--- src/hw/rtl/isan_pkg.sv ---
`timescale 1ns / 1ps
// ----------------------------------------------------------------------------
// isan_pkg
// Shared types and constants for the interval stream sanitizer.
// ----------------------------------------------------------------------------
package isan_pkg;

  localparam int unsigned ROW_W     = 32;
  localparam int unsigned OWNER_W   = 8;
  localparam int unsigned TOTAL_W   = 16;
  localparam int unsigned COUNT_BITS = 16;

  localparam logic [OWNER_W-1:0] OWNER_COUNT_RST = OWNER_W'(1);
  localparam logic [COUNT_BITS-1:0] COUNT_MAX = {COUNT_BITS{1'b1}};

  typedef logic signed [ROW_W-1:0] row_t;
  typedef logic [OWNER_W-1:0]      owner_t;
  typedef logic [TOTAL_W-1:0]      total_t;
  typedef logic [COUNT_BITS-1:0]   count_t;

  typedef enum logic [2:0] {
    VERDICT_KEEP         = 3'd0,
    VERDICT_INVALID      = 3'd1,
    VERDICT_INCONSISTENT = 3'd2,
    VERDICT_OVERLAP      = 3'd3,
    VERDICT_UNSORTED     = 3'd4
  } verdict_e;

  typedef struct packed {
    row_t   start_row;
    row_t   end_row;
    owner_t owner;
    logic   last;
  } rec_t;

  typedef struct packed {
    logic     keep;
    verdict_e verdict;
    row_t     start_row;
    row_t     end_row;
    owner_t   owner;
    logic     end_of_list;
    total_t   invalid_owner_total;
    total_t   inconsistent_total;
    total_t   overlapping_total;
    total_t   unsorted_total;
  } res_t;

  function automatic count_t sat_inc(input count_t c);
    sat_inc = (c == COUNT_MAX) ? c : c + COUNT_BITS'(1);
  endfunction

endpackage

--- src/hw/rtl/isan_rec_if.sv ---
`timescale 1ns / 1ps
// ----------------------------------------------------------------------------
// isan_rec_if
// Valid/ready channel carrying one interval record word.
// ----------------------------------------------------------------------------
interface isan_rec_if;
  import isan_pkg::*;

  logic   valid;
  logic   ready;
  row_t   start_row;
  row_t   end_row;
  owner_t owner;
  logic   last;

  modport source (output valid, start_row, end_row, owner, last, input ready);
  modport sink   (input valid, start_row, end_row, owner, last, output ready);
endinterface

--- src/hw/rtl/isan_res_if.sv ---
`timescale 1ns / 1ps
// ----------------------------------------------------------------------------
// isan_res_if
// Valid/ready channel carrying one classified record word.
// ----------------------------------------------------------------------------
interface isan_res_if;
  import isan_pkg::*;

  logic   valid;
  logic   ready;
  logic   keep;
  logic [2:0] verdict;
  row_t   out_start_row;
  row_t   out_end_row;
  owner_t out_owner;
  logic   end_of_list;
  total_t invalid_owner_total;
  total_t inconsistent_total;
  total_t overlapping_total;
  total_t unsorted_total;

  modport source (output valid, keep, verdict, out_start_row, out_end_row, out_owner,
                  end_of_list, invalid_owner_total, inconsistent_total,
                  overlapping_total, unsorted_total, input ready);
  modport sink   (input valid, keep, verdict, out_start_row, out_end_row, out_owner,
                  end_of_list, invalid_owner_total, inconsistent_total,
                  overlapping_total, unsorted_total, output ready);
endinterface

--- src/hw/rtl/isan_cfg_if.sv ---
`timescale 1ns / 1ps
// ----------------------------------------------------------------------------
// isan_cfg_if
// Valid/ready write channel for the owner count register.
// ----------------------------------------------------------------------------
interface isan_cfg_if;
  import isan_pkg::*;

  logic   valid;
  logic   ready;
  owner_t data;

  modport source (output valid, data, input ready);
  modport sink   (input valid, data, output ready);
endinterface

--- src/hw/rtl/isan_in_stage.sv ---
`timescale 1ns / 1ps
// ----------------------------------------------------------------------------
// isan_in_stage
// Input register: captures one record word per cycle unless it is held full by the next stage.
// ----------------------------------------------------------------------------
module isan_in_stage (
  input  logic          clk_i,
  input  logic          rst_ni,
  isan_rec_if.sink      in_i,
  output logic          valid_o,
  output isan_pkg::rec_t rec_o,
  input  logic          ready_i
);
  import isan_pkg::*;

  logic valid_d, valid_q;
  rec_t rec_q;
  logic accept;

  assign in_i.ready = !valid_q || ready_i;
  assign accept     = in_i.valid && in_i.ready;

  always_comb begin
    valid_d = valid_q;
    if (accept) begin
      valid_d = 1'b1;
    end else if (ready_i) begin
      valid_d = 1'b0;
    end
  end

  always_ff @(posedge clk_i or negedge rst_ni) begin
    if (!rst_ni) begin
      valid_q <= 1'b0;
    end else begin
      valid_q <= valid_d;
    end
  end

  always_ff @(posedge clk_i) begin
    if (accept) begin
      rec_q.start_row <= in_i.start_row;
      rec_q.end_row   <= in_i.end_row;
      rec_q.owner     <= in_i.owner;
      rec_q.last      <= in_i.last;
    end
  end

  assign valid_o = valid_q;
  assign rec_o   = rec_q;
endmodule

--- src/hw/rtl/isan_classify.sv ---
`timescale 1ns / 1ps
// ----------------------------------------------------------------------------
// isan_classify
// Verdict logic, kept interval state, rejection counters and owner count.
// ----------------------------------------------------------------------------
module isan_classify (
  input  logic           clk_i,
  input  logic           rst_ni,
  isan_cfg_if.sink       cfg_i,
  input  isan_pkg::rec_t rec_i,
  input  logic           advance_i,
  output isan_pkg::res_t res_o
);
  import isan_pkg::*;

  owner_t   owner_count_q;
  row_t     kept_start_q, kept_start_d;
  row_t     kept_end_q, kept_end_d;
  count_t   inv_q, inv_d;
  count_t   inc_q, inc_d;
  count_t   ovl_q, ovl_d;
  count_t   uns_q, uns_d;
  verdict_e verdict;

  assign cfg_i.ready = 1'b1;

  always_ff @(posedge clk_i or negedge rst_ni) begin
    if (!rst_ni) begin
      owner_count_q <= OWNER_COUNT_RST;
    end else if (cfg_i.valid) begin
      owner_count_q <= cfg_i.data;
    end
  end

  always_comb begin
    priority if (rec_i.owner >= owner_count_q) begin
      verdict = VERDICT_INVALID;
    end else if (rec_i.end_row < rec_i.start_row) begin
      verdict = VERDICT_INCONSISTENT;
    end else if (rec_i.start_row <= kept_end_q) begin
      verdict = (rec_i.start_row >= kept_start_q) ? VERDICT_OVERLAP : VERDICT_UNSORTED;
    end else begin
      verdict = VERDICT_KEEP;
    end
  end

  always_comb begin
    kept_start_d = kept_start_q;
    kept_end_d   = kept_end_q;
    inv_d        = inv_q;
    inc_d        = inc_q;
    ovl_d        = ovl_q;
    uns_d        = uns_q;
    unique case (verdict)
      VERDICT_KEEP: begin
        kept_start_d = rec_i.start_row;
        kept_end_d   = rec_i.end_row;
      end
      VERDICT_INVALID:      inv_d = sat_inc(inv_q);
      VERDICT_INCONSISTENT: inc_d = sat_inc(inc_q);
      VERDICT_OVERLAP:      ovl_d = sat_inc(ovl_q);
      VERDICT_UNSORTED:     uns_d = sat_inc(uns_q);
      default: ;
    endcase
  end

  always_ff @(posedge clk_i or negedge rst_ni) begin
    if (!rst_ni) begin
      kept_start_q <= '1;
      kept_end_q   <= '1;
      inv_q        <= '0;
      inc_q        <= '0;
      ovl_q        <= '0;
      uns_q        <= '0;
    end else if (advance_i) begin
      if (rec_i.last) begin
        kept_start_q <= '1;
        kept_end_q   <= '1;
        inv_q        <= '0;
        inc_q        <= '0;
        ovl_q        <= '0;
        uns_q        <= '0;
      end else begin
        kept_start_q <= kept_start_d;
        kept_end_q   <= kept_end_d;
        inv_q        <= inv_d;
        inc_q        <= inc_d;
        ovl_q        <= ovl_d;
        uns_q        <= uns_d;
      end
    end
  end

  always_comb begin
    res_o.keep                = (verdict == VERDICT_KEEP);
    res_o.verdict             = verdict;
    res_o.start_row           = rec_i.start_row;
    res_o.end_row             = rec_i.end_row;
    res_o.owner               = rec_i.owner;
    res_o.end_of_list         = rec_i.last;
    res_o.invalid_owner_total = TOTAL_W'(inv_d);
    res_o.inconsistent_total  = TOTAL_W'(inc_d);
    res_o.overlapping_total   = TOTAL_W'(ovl_d);
    res_o.unsorted_total      = TOTAL_W'(uns_d);
  end

`ifndef NO_ASSERTIONS
  // kept start is either the reset mark or a non-negative row
  a_kept_start_sign: assert property (@(posedge clk_i) disable iff (!rst_ni)
    kept_start_q[ROW_W-1] |-> (kept_start_q == '1))
    else $error("kept start negative but not reset mark");

  a_kept_order: assert property (@(posedge clk_i) disable iff (!rst_ni)
    kept_end_q >= kept_start_q)
    else $error("kept end below kept start");

  a_last_clears: assert property (@(posedge clk_i) disable iff (!rst_ni)
    (advance_i && rec_i.last) |=>
      (kept_start_q == '1) && (kept_end_q == '1) && (inv_q == '0) &&
      (inc_q == '0) && (ovl_q == '0) && (uns_q == '0))
    else $error("state not cleared after end of list");

  a_idle_holds: assert property (@(posedge clk_i) disable iff (!rst_ni)
    !advance_i |=> $stable(kept_start_q) && $stable(kept_end_q) && $stable(inv_q) &&
      $stable(inc_q) && $stable(ovl_q) && $stable(uns_q))
    else $error("stream state moved without a word");
`endif
endmodule

--- src/hw/rtl/isan_out_stage.sv ---
`timescale 1ns / 1ps
// ----------------------------------------------------------------------------
// isan_out_stage
// Result register driving the output channel.
// ----------------------------------------------------------------------------
module isan_out_stage (
  input  logic           clk_i,
  input  logic           rst_ni,
  input  logic           valid_i,
  input  isan_pkg::res_t res_i,
  output logic           ready_o,
  isan_res_if.source     out_o
);
  import isan_pkg::*;

  logic valid_d, valid_q;
  res_t res_q;
  logic load;

  assign ready_o = !valid_q || out_o.ready;
  assign load    = valid_i && ready_o;

  always_comb begin
    valid_d = valid_q;
    if (load) begin
      valid_d = 1'b1;
    end else if (out_o.ready) begin
      valid_d = 1'b0;
    end
  end

  always_ff @(posedge clk_i or negedge rst_ni) begin
    if (!rst_ni) begin
      valid_q <= 1'b0;
    end else begin
      valid_q <= valid_d;
    end
  end

  always_ff @(posedge clk_i) begin
    if (load) begin
      res_q <= res_i;
    end
  end

  assign out_o.valid               = valid_q;
  assign out_o.keep                = res_q.keep;
  assign out_o.verdict             = res_q.verdict;
  assign out_o.out_start_row       = res_q.start_row;
  assign out_o.out_end_row         = res_q.end_row;
  assign out_o.out_owner           = res_q.owner;
  assign out_o.end_of_list         = res_q.end_of_list;
  assign out_o.invalid_owner_total = res_q.invalid_owner_total;
  assign out_o.inconsistent_total  = res_q.inconsistent_total;
  assign out_o.overlapping_total   = res_q.overlapping_total;
  assign out_o.unsorted_total      = res_q.unsorted_total;
endmodule

--- src/hw/rtl/interval_stream_sanitizer_top.sv ---
`timescale 1ns / 1ps
// Path: a word goes through the input register and verdict logic into the result register.
// Throughput: one word per cycle; the input register and the result register each
// move on every cycle the output is taken, and verdict logic sits between them.
// Reset: asynchronous, active low; clears both stages, the kept interval, the
// counters and sets owner count to one. No clearing pass follows reset.
// ----------------------------------------------------------------------------
// interval_stream_sanitizer_top
// Classifies interval records and keeps saturating rejection counts.
// ----------------------------------------------------------------------------
module interval_stream_sanitizer_top (
  input  logic       clk_i,
  input  logic       rst_ni,
  isan_cfg_if.sink   cfg_i,
  isan_rec_if.sink   in_i,
  isan_res_if.source out_o
);
  import isan_pkg::*;

  logic s1_valid;
  rec_t s1_rec;
  logic s2_ready;
  res_t s1_res;
  logic advance;

  assign advance = s1_valid && s2_ready;

  isan_in_stage u_in_stage (
    .clk_i   (clk_i),
    .rst_ni  (rst_ni),
    .in_i    (in_i),
    .valid_o (s1_valid),
    .rec_o   (s1_rec),
    .ready_i (s2_ready)
  );

  isan_classify u_classify (
    .clk_i     (clk_i),
    .rst_ni    (rst_ni),
    .cfg_i     (cfg_i),
    .rec_i     (s1_rec),
    .advance_i (advance),
    .res_o     (s1_res)
  );

  isan_out_stage u_out_stage (
    .clk_i   (clk_i),
    .rst_ni  (rst_ni),
    .valid_i (s1_valid),
    .res_i   (s1_res),
    .ready_o (s2_ready),
    .out_o   (out_o)
  );
endmodule

--- src/flat_wrapper.sv ---
// flat-port wrapper written by rule: the top's interface ports become plain ports
module interval_stream_sanitizer_top_flat import isan_pkg::*;
  (clk_i, rst_ni, cfg_i_valid, cfg_i_data, cfg_i_ready, in_i_valid, in_i_start_row, in_i_end_row, in_i_owner, in_i_last, in_i_ready, out_o_valid, out_o_keep, out_o_verdict, out_o_out_start_row, out_o_out_end_row, out_o_out_owner, out_o_end_of_list, out_o_invalid_owner_total, out_o_inconsistent_total, out_o_overlapping_total, out_o_unsorted_total, out_o_ready);
  isan_cfg_if cfg_i_i ();
  isan_rec_if in_i_i ();
  isan_res_if out_o_i ();
  input  logic clk_i;
  input  logic rst_ni;
  input wire logic [$bits(cfg_i_i.valid)-1:0] cfg_i_valid;
  input wire logic [$bits(cfg_i_i.data)-1:0] cfg_i_data;
  output wire logic [$bits(cfg_i_i.ready)-1:0] cfg_i_ready;
  input wire logic [$bits(in_i_i.valid)-1:0] in_i_valid;
  input wire logic [$bits(in_i_i.start_row)-1:0] in_i_start_row;
  input wire logic [$bits(in_i_i.end_row)-1:0] in_i_end_row;
  input wire logic [$bits(in_i_i.owner)-1:0] in_i_owner;
  input wire logic [$bits(in_i_i.last)-1:0] in_i_last;
  output wire logic [$bits(in_i_i.ready)-1:0] in_i_ready;
  output wire logic [$bits(out_o_i.valid)-1:0] out_o_valid;
  output wire logic [$bits(out_o_i.keep)-1:0] out_o_keep;
  output wire logic [$bits(out_o_i.verdict)-1:0] out_o_verdict;
  output wire logic [$bits(out_o_i.out_start_row)-1:0] out_o_out_start_row;
  output wire logic [$bits(out_o_i.out_end_row)-1:0] out_o_out_end_row;
  output wire logic [$bits(out_o_i.out_owner)-1:0] out_o_out_owner;
  output wire logic [$bits(out_o_i.end_of_list)-1:0] out_o_end_of_list;
  output wire logic [$bits(out_o_i.invalid_owner_total)-1:0] out_o_invalid_owner_total;
  output wire logic [$bits(out_o_i.inconsistent_total)-1:0] out_o_inconsistent_total;
  output wire logic [$bits(out_o_i.overlapping_total)-1:0] out_o_overlapping_total;
  output wire logic [$bits(out_o_i.unsorted_total)-1:0] out_o_unsorted_total;
  input wire logic [$bits(out_o_i.ready)-1:0] out_o_ready;
  assign cfg_i_i.valid = cfg_i_valid;
  assign cfg_i_i.data = cfg_i_data;
  assign cfg_i_ready = cfg_i_i.ready;
  assign in_i_i.valid = in_i_valid;
  assign in_i_i.start_row = in_i_start_row;
  assign in_i_i.end_row = in_i_end_row;
  assign in_i_i.owner = in_i_owner;
  assign in_i_i.last = in_i_last;
  assign in_i_ready = in_i_i.ready;
  assign out_o_valid = out_o_i.valid;
  assign out_o_keep = out_o_i.keep;
  assign out_o_verdict = out_o_i.verdict;
  assign out_o_out_start_row = out_o_i.out_start_row;
  assign out_o_out_end_row = out_o_i.out_end_row;
  assign out_o_out_owner = out_o_i.out_owner;
  assign out_o_end_of_list = out_o_i.end_of_list;
  assign out_o_invalid_owner_total = out_o_i.invalid_owner_total;
  assign out_o_inconsistent_total = out_o_i.inconsistent_total;
  assign out_o_overlapping_total = out_o_i.overlapping_total;
  assign out_o_unsorted_total = out_o_i.unsorted_total;
  assign out_o_i.ready = out_o_ready;
  interval_stream_sanitizer_top u_core (.clk_i(clk_i), .rst_ni(rst_ni), .cfg_i(cfg_i_i), .in_i(in_i_i), .out_o(out_o_i));
endmodule
--- config.mk ---
export PLATFORM = sky130hd
export DESIGN_NAME = interval_stream_sanitizer_top_flat
export DESIGN_NICKNAME = d
export VERILOG_FILES = /design/src/hw/rtl/isan_pkg.sv /design/src/hw/rtl/isan_rec_if.sv /design/src/hw/rtl/isan_res_if.sv /design/src/hw/rtl/isan_cfg_if.sv /design/src/hw/rtl/isan_in_stage.sv /design/src/hw/rtl/isan_classify.sv /design/src/hw/rtl/isan_out_stage.sv /design/src/hw/rtl/interval_stream_sanitizer_top.sv /design/src/flat_wrapper.sv
export SDC_FILE = /design/constraint.sdc
export NUM_CORES = 1
export LEC_CHECK = 0
export BUFFER_PORTS_ARGS = -buffer_cell sky130_fd_sc_hd__buf_2
export CORE_ASPECT_RATIO = 1.2
export CORE_MARGIN = 3
export CORE_UTILIZATION = 50
export DETAILED_ROUTE_END_ITERATION = 16
export PLACE_DENSITY = 0.73
export SLEW_MARGIN = 20
export SYNTH_ARGS = -nofsm -noshare
export SYNTH_HDL_FRONTEND = slang
export SYNTH_SLANG_ARGS = --single-unit
--- constraint.sdc ---
create_clock -name clk_i -period 5.9 [get_ports clk_i]
set_input_delay 0.59 -clock clk_i [delete_from_list [all_inputs] [get_ports clk_i]]
set_output_delay 0.59 -clock clk_i [all_outputs]
set_load 0.005 [all_outputs]
; ---- Word level (Yosys, flattened, before mapping)
; Cells that the tools add are included.
[op_classes]
n_addsub = 4
n_reduce_logical = 11
n_mux = 24
eq_ne = 8
n_lt_le_gt_ge = 4
[op_table]
columns = cell, count
row1 = 16-bit two-way mux, 12
row2 = 32-bit two-way mux, 4
row3 = 16-bit by 1-bit adder with 16-bit output (second input constant), 4
row4 = 16-bit == test (second input constant), 4
row5 = 32-bit greater-or-equal comparator, 1
row6 = 32-bit <= comparator, 1
row7 = 32-bit less-than comparator, 1
row8 = 3-bit two-way mux, 4
row9 = 8-bit greater-or-equal comparator, 1
row10 = 3-bit by 2-bit == test with 1-bit output (second input constant), 2
row11 = 2-bit nonzero test, 3
row12 = 1-bit two-way mux, 4
row13 = 3-bit by 1-bit == test with 1-bit output (second input constant), 1
row14 = 3-bit == test (second input constant), 1
row15 = 3-bit logical NOT, 1
row16 = 1-bit logical AND, 2
row17 = 1-bit logical NOT, 2
row18 = 1-bit logical OR, 2
row19 = 2-bit AND reduction, 1
[word_totals]
input_bits = 86
reg_bits = 352
output_inout_bits = 144

; ---- Longest topological paths before layout
; Gate-level depths: netlist of the first run.
[logic_depth]
ltp_word = 8
depth_mapped = 13
mapped_depth_nobuf = 11

; ---- Cells and area by module
; From an unflattened synthesis of the first run, not the netlist that was laid out.
[hier_totals]
hier_cells = 1379
hier_area_um2 = 16932.5
[by_module_without_submodules]
columns = mod, cells_each, area_each_um2, seq_area_each_um2, n_inst
row1 = isan_classify, 1156, 10392.5, 3484.6, 1
row2 = isan_out_stage, 145, 4287.9, 4259.1, 1
row3 = isan_in_stage, 77, 2245.9, 2217.1, 1
row4 = interval_stream_sanitizer_top, 1, 6.3, 0.0, 1

; ---- Worst setup path before layout of the first run
; Ideal clock, no wire load.
[synth_path]
path_kind = input to register
from = in out_o_ready
to = reg u_core.u_classify.inv_q[0]
n_path_buf = 1
arrival_ns = 5.629
path_stages = 7
path_slack_ns = 0.139
path_cell_list = nand2b_1 nand2_1 inv_1 clkbuf_1 o21ai_0 nand2_1 o31ai_1
[synth_via]
elab_chain_cells = 2
[synth_lines]
columns = item, line_no
row1 = from (decl), flat_wrapper.sv:29  ; input wire logic [$bits(out_o_i.ready)-1:0] out_o_ready;
row2 = 1-bit logical OR, isan_out_stage.sv:20  ; assign ready_o = !valid_q || out_o.ready;
row3 = 1-bit logical AND, interval_stream_sanitizer_top.sv:26  ; assign advance = s1_valid && s2_ready;
row4 = named net u_core.advance, interval_stream_sanitizer_top.sv:24  ; logic advance;
row5 = to (signal assigned), isan_classify.sv:86  ; inv_q <= inv_d;
row6 = to (decl), isan_classify.sv:19  ; count_t inv_q, inv_d;
; The timed path passes the listed nets, and every way through them passes these cells.
; A chain may end at the register's enable or synchronous reset.

==> results of run 1 <==
-- cells in the mapped netlist (all sizes together) (4+ instances only) --
cell type / count
o311ai: 19
nand3: 34
and3: 20
or4: 14
and2: 6
mux2: 10
or2: 5
a41oi: 6
nor4: 9
clkbuf: 33
a221o: 4
a21o: 12
ha: 107
nand2b: 6
dfstp: 65
a31o: 5
and4: 8
xnor2: 37
o21a: 5
dfrtp: 73
edfxtp: 214
inv: 135
nor3: 19
a31oi: 15
o22a: 62
a22o: 9
o31ai: 17
xor2: 7
o211ai: 5
o21ai: 46
nand2: 101
or3: 4
nor2: 56
a311oi: 4
a21oi: 61
nand4: 30
buf: 15
-- report_power, final --
part	switching, mW	internal [mW]	leakage (nW)	total (mW)
logic	0.520	0.377	4.10	0.897
clock network	0.967	1.46	0.631	2.43
registers	0.197	2.98	3.72	3.18
-- area by class of cell --
| cell class | count | area share |
|---|---|---|
| well taps | 401 | 0.0262 |
| multi-input cells | 783 | 0.294 |
| flip-flops and latches | 352 | 0.520 |
| inverters | 135 | 0.0267 |
| clock buffers | 49 | 0.0577 |
| repair buffers | 240 | 0.0656 |
| clock inverters | 19 | 0.00979 |
-- layout by cell type, fill, tap and decap left out, types with 56 or more instances in the layout --
cell type,count
ha_1,107
inv_1,134
buf_2,227
dfrtp_1,73
nor2_1,56
o22a_1,62
dfstp_2,65
a21oi_1,61
edfxtp_1,214
nand2_1,99
-- worst max-delay path: stages, from the launching register on --
cell,delay (ns)
dfstp_2,0.53
inv_1,0.04
ha_1,0.32
nand4_1,0.18
nor4_1,0.68
a21boi_0,0.31
o31ai_1,0.11
o2111a_1,0.13
mux2_2,0.35
nor2_1,0.34
o21a_2,0.81
buf_4,0.38
o22a_1,0.18
-- state kept, by name, summed over array words and instances (netlist names), 3 cells and up --
name,flops
u_core.u_in_stage.rec_o,73
u_core.u_out_stage.out_o.unsorted_total,16
u_core.u_classify.kept_start_q,32
u_core.u_out_stage.out_o.out_end_row,32
u_core.u_classify.inc_q,16
u_core.u_classify.kept_end_q,32
u_core.u_classify.inv_q,16
u_core.u_out_stage.out_o.out_owner,8
u_core.u_out_stage.out_o.inconsistent_total,16
u_core.u_classify.ovl_q,16
u_core.u_out_stage.out_o.invalid_owner_total,16
u_core.u_classify.uns_q,16
u_core.u_classify.owner_count_q,8
u_core.u_out_stage.out_o.verdict,3
u_core.u_out_stage.out_o.out_start_row,32
u_core.u_out_stage.out_o.overlapping_total,16
-- cells by family (layout without fill, tap and decap cells) --
group	count (synthesis)	in the layout	synth area share
flip-flops	352	352	0.611
AND/OR/NAND/NOR	324	324	0.103
AO/OA/AOI/OAI	296	296	0.130
buffers and inverters	183	443	0.0433
adder cells (fa/ha/maj)	107	107	0.0821
XOR/XNOR	44	44	0.0236
multiplexers	11	11	0.00752
other	1	1	0.000230
-- layer usage --
metal  share of wire  wire length (um)
met3           0.054              1970
met4           0.019               682
met1            0.42             15500
met2            0.51             18600
met5               0                 0
-- worst min-delay path by stage --
stage / start / end / slack [ns] / cells past startpoint
6_report: rst_ni / u_core.u_classify.inv_q[15]$_DFFE_PN0P_ / 0.06 / 1
5_1_grt: rst_ni / u_core.u_classify.owner_count_q[7]$_DFFE_PN0P_ / 0.1 / 1
4_1_cts: rst_ni / u_core.u_classify.inv_q[1]$_DFFE_PN0P_ / 0.08 / 1
3_5_place_dp: u_core.u_in_stage.rec_o[3]$_DFFE_PP_ / u_core.u_out_stage.out_o.out_owner[2]$_DFFE_PP_ / 0.44 / 0
3_3_place_gp: u_core.u_in_stage.rec_o[1]$_DFFE_PP_ / u_core.u_out_stage.out_o.out_owner[0]$_DFFE_PP_ / 0.44 / 0
2_1_floorplan: rst_ni / u_core.u_classify.inc_q[0]$_DFFE_PN0P_ / 0.29 / 0
==> flow_metrics.py, run 1 <==
metrics = {
    "flow_run": {
        "drv_cap": 0,
    },
    "global_route": {
        "antenna_found_initial": 0,
        "use_met3": 0.0366,
        "grtUsageTotal": 0.210,
        "grt_remaining_overflow": 0,
        "grt_use_met1": 0.278,
        "grt_max_degree": 87,
        "busiest_layer": "met2",
        "grt_pass1_vias": 11300,
        "gr-usage-met2": 0.362,
        "grt_pass1_wl_mm": 58.6,
    },
    "floorplanning": {
        "dieArea_mm2": 0.0348,
        "core_area_mm2": 0.0317,
        "initial_core_util": 0.514,
        "placementRows": 71,
        "die_w_um": 171,
        "die_h_um": 204,
        "ios": 230,
    },
    "routing": {
        "route.antenna.remaining_nets": 0,
        "viasPerCell": 5.73,
        "finalWirelength_mm": 36.7,
        "first_iter_violations": 913,
        "dr.pass1.iters": 7,
        "drc": 0,
        "vias": 11300,
        "wire_per_inst_um": 18.5,
    },
    "synth": {
        "synthTopCellsByArea": "edfxtp_1 (39%), dfrtp_1 (11%), dfstp_2 (10%)",
        "ys_types": 68,
        "ys.flop_type": "edfxtp_1",
        "synth_edf_count": 214,
        "yosysSeqAreaShare": 0.611,
        "synth.cell_area_mm2": 0.0163,
        "ys_ff_latch": 352,
        "netlist.top_cell.by_area": "edfxtp_1",
        "yosysTopAreaCellShare": 0.394,
        "synth_warnings": 0,
        "synthCells": 1318,
        "synth_fp_nets": 1511,
        "async_flop_share": 0.392,
        "syn_area_per_cell_um2": 12.4,
    },
    "timing": {
        "whs_ns": 0.0608,
        "setup_violations": 0,
        "slew_headroom": 0.296,
        "fmax_ghz": 0.225,
        "skew_ns": 0.0168,
        "setup_ws_ns": 1.46,
        "fin_tns_setup_ns": 0,
        "hold_violations": 0,
        "fin_crit_sh": 0.753,
        "tightest_slew_ns": 1.06,
        "rsz0062_at_grt": "no",
        "maxSlewViolCount": 0,
        "layout_min_cycle_time_ns": 4.44,
    },
    "cts": {
        "cts_buffer_depth": 3,
        "cts_tree": "built",
        "root_buffer": "clkbuf_16",
        "clk_pin_slew_worst_paths_ns": 0.06,
        "h-tree-depth": 2,
        "hold_buffers": 0,
        "postCtsSetupRepairBufs": 0,
        "cts.repair.resized": 0,
        "cts_buffers": 37,
        "insertion_delay_ns": 0.53,
        "cts.sinks": 352,
    },
    "placement": {
        "hpwlAfterDp_mm": 24.9,
        "place_congestion": 0.865,
        "post-place-ws_ns": 1.48,
        "io_buffers": 228,
        "dp.cells": 1910,
        "postPlaceCellArea_mm2": 0.0178,
    },
    "critical_path": {
        "arrival_ns": 4.90,
        "cp-start-kind": "flip-flop",
        "r2r-end": "u_core.u_classify.kept_end_q[1]$_DFFE_PN1P_",
        "cp-end-kind": "flip-flop",
        "worstSetupStartpoint": "u_core.u_classify.kept_end_q[14]$_DFFE_PN1P_",
        "crit_required_ns": 6.36,
        "rrSetupSlack_ns": 1.46,
        "path_class": "flip-flop to flip-flop",
        "timing.rr.start": "u_core.u_classify.kept_end_q[14]$_DFFE_PN1P_",
        "reg2reg_depth": 12,
        "critPathCapture": "u_core.u_classify.kept_end_q[1]$_DFFE_PN1P_",
        "crit_fanout": 44,
    },
    "status": {
        "status": "completed",
    },
    "finish": {
        "ff_latch_area_mm2": 0.00996,
        "nFillCells": 2546,
        "multi_input_area_mm2": 0.00565,
        "fin_util": 0.604,
        "fin_nets": 1742,
        "final_cells": 1979,
        "diodes": 0,
        "drive_above_1_share": 0.252,
        "syn2layout_area_growth_pct": 17.6,
        "final_area_mm2": 0.0192,
    },
    "power_and_ir_drop": {
        "ir_drop_mv": 0.267,
        "power_leakage_nw": 8.45,
        "power_mw": 6.50,
        "p_per_area_mw_per_mm2": 339,
    },
    "min_path": {
        "hold_path_class": "primary input to asynchronous set/reset pin",
    },
}
(Power assumes the default switching activity.)
==> run 2: changes to the inputs <==
clock period = 3.75 ns   (was 5.9 ns; I/O delays follow)
==> flow_metrics.py, run 2 (synthesis gave the netlist of run 1 again) <==
metrics = {
    "cts": {
        "cts_buffers": 37,
        "cts_tree": "built",
        "cts_buffer_depth": 3,
        "cts.sinks": 352,
        "root_buffer": "clkbuf_16",
        "clk_pin_slew_worst_paths_ns": 0.06,
        "h-tree-depth": 2,
        "insertion_delay_ns": 0.53,
    },
    "critical_path": {
        "worstSetupStartpoint": "u_core.u_in_stage.rec_o[15]$_DFFE_PP_",
        "arrival_ns": 4.09,
        "path_class": "flip-flop to flip-flop",
        "timing.rr.start": "u_core.u_in_stage.rec_o[15]$_DFFE_PP_",
        "crit_required_ns": 4.17,
        "crit_fanout": 18,
        "cp-start-kind": "flip-flop",
        "cp-end-kind": "flip-flop",
    },
    "routing": {
        "viasPerCell": 5.64,
        "wire_per_inst_um": 18.5,
        "vias": 11500,
        "first_iter_violations": 860,
        "route.antenna.remaining_nets": 0,
        "dr.pass1.iters": 7,
        "drc": 0,
        "finalWirelength_mm": 37.8,
    },
    "placement": {
        "postPlaceCellArea_mm2": 0.0180,
        "place_congestion": 0.895,
        "dp.cells": 1924,
        "io_buffers": 228,
        "post-place-ws_ns": -0.143,
        "hpwlAfterDp_mm": 25.2,
    },
    "timing": {
        "hold_violations": 11,
        "whs_ns": -0.0151,
        "setup_ws_ns": 0.0805,
        "fin_crit_sh": 0.979,
        "skew_ns": 0.0114,
        "setup_violations": 0,
        "maxSlewViolCount": 0,
        "tightest_slew_ns": 1.05,
        "fmax_ghz": 0.273,
        "slew_headroom": 0.299,
        "layout_min_cycle_time_ns": 3.67,
    },
    "floorplanning": {
        "core_area_mm2": 0.0317,
        "die_h_um": 204,
        "ios": 230,
        "dieArea_mm2": 0.0348,
        "initial_core_util": 0.514,
        "placementRows": 71,
        "die_w_um": 171,
    },
    "finish": {
        "final_cells": 2043,
        "drive_above_1_share": 0.254,
        "fin_nets": 1805,
        "syn2layout_area_growth_pct": 21.4,
        "layout_common_cells": "buf_2 (227), edfxtp_1 (214), inv_1 (134), ha_1 (107), nand2_1 (99)",
        "final_area_mm2": 0.0198,
        "final_common_cell": "buf_2",
        "largest_register_ffs": 73,
    },
    "min_path": {
        "hold_path_class": "primary input to asynchronous set/reset pin",
    },
    "global_route": {
        "grt_max_degree": 109,
        "grt_pass1_wl_mm": 60.6,
        "antenna_found_initial": 4,
        "grtUsageTotal": 0.216,
        "grt_remaining_overflow": 0,
        "grt_pass1_vias": 11700,
    },
    "flow_run": {
        "drv_cap": 0,
    },
    "status": {
        "status": "complete, but fails checks",
        "violations": "negative hold slack",
    },
    "power_and_ir_drop": {
        "p_per_area_mw_per_mm2": 520,
        "power_leakage_nw": 8.72,
        "ir_drop_mv": 0.427,
    },
}
==> run 2: changes by cell type in the layout (fill, tap and decap cells not counted), moves of 2 or more <==
cell / delta
bufinv_16: +2
clkinv_4: -2
clkbuf_1: +6
clkbuf_8: -3
buf_4: +18
clkbuf_16: -2
dlygate4sd3_1: +42
buf_12: +4
==> run 2: repair_timing <==
| action | 4_1_cts | 5_1_grt |
|---|---|---|
| endpoints found under the setup margin | 83 | 107 |
| hold buffers | 42 | 0 |
| endpoints found under the hold margin | 42 | 0 |
| gates cloned | 0 | 0 |
| buffers inserted | 0 | 8 |
| gates resized for setup | 3 | 8 |
| pin swaps | 0 | 5 |
==> run 2: cell type report <==
type / count / area (um2)
well taps: 401 / 502
inverters: 135 / 512
multi-input cells: 783 / 5700
diodes: 1 / 2.50
clock buffers: 49 / 1020
flip-flops and latches: 352 / 9960
clock inverters: 19 / 229
fillers: 2434 / 11900
repair buffers: 303 / 1870
==> run 2: stage by stage <==
stage               power (mW)  utilization  hold WS, ns  TNS, ns
floorplan                 5.90            -       0.0794        0
global placement          6.45        0.568        0.435    -3.57
detailed placement        6.52        0.568        0.441    -7.57
CTS                       10.4        0.621      0.00140        0
global route              10.8        0.624      0.00626   -0.118
finish                    10.3        0.624      -0.0151        0
==> run 2: where the power goes <==
part	leakage, nW	switching (mW)	internal (mW)
combinational	4.40	0.852	0.659
clock	0.600	1.51	2.27
sequential	3.72	0.309	4.69
==> run 2: final timing paths <==
kind / slack [ns] / cells after the start / to
max: 0.08 / 11 / u_core.u_classify.inc_q[10]$_DFFE_PN0P_
min: -0.02 / 1 / u_core.u_classify.inv_q[10]$_DFFE_PN0P_
max reg2reg: 0.08 / 11 / u_core.u_classify.inc_q[10]$_DFFE_PN0P_
min reg2reg: 0.46 / 0 / u_core.u_out_stage.out_o.out_owner[3]$_DFFE_PP_
max in group asynchronous: 2.86 / 2 / u_core.u_classify.kept_end_q[23]$_DFFE_PN1P_
min in group clk_i: 0.02 / 1 / u_core.u_in_stage.rec_o[13]$_DFFE_PP_
==> run 2: routing by layer <==
metal,vias to the layer above,global-route usage,wire length (um)
li1,5501,-,-
met1,5575,0.281,15600
met2,351,0.365,18700
met3,87,0.0411,2190
met4,6,0.0742,1230
met5,-,0,41
==> run 2: worst max-delay path, stage by stage, from the launching register on <==
cell and delay [ns]:
edfxtp_1 0.42, ha_1 0.35, and3_1 0.20, a221o_1 0.39
a221oi_4 0.37, nor2_1 0.17, o31a_2 0.42, nor4_4 0.32
buf_12 0.19, nand4_4 0.15, or4_1 0.50, o311ai_1 0.09
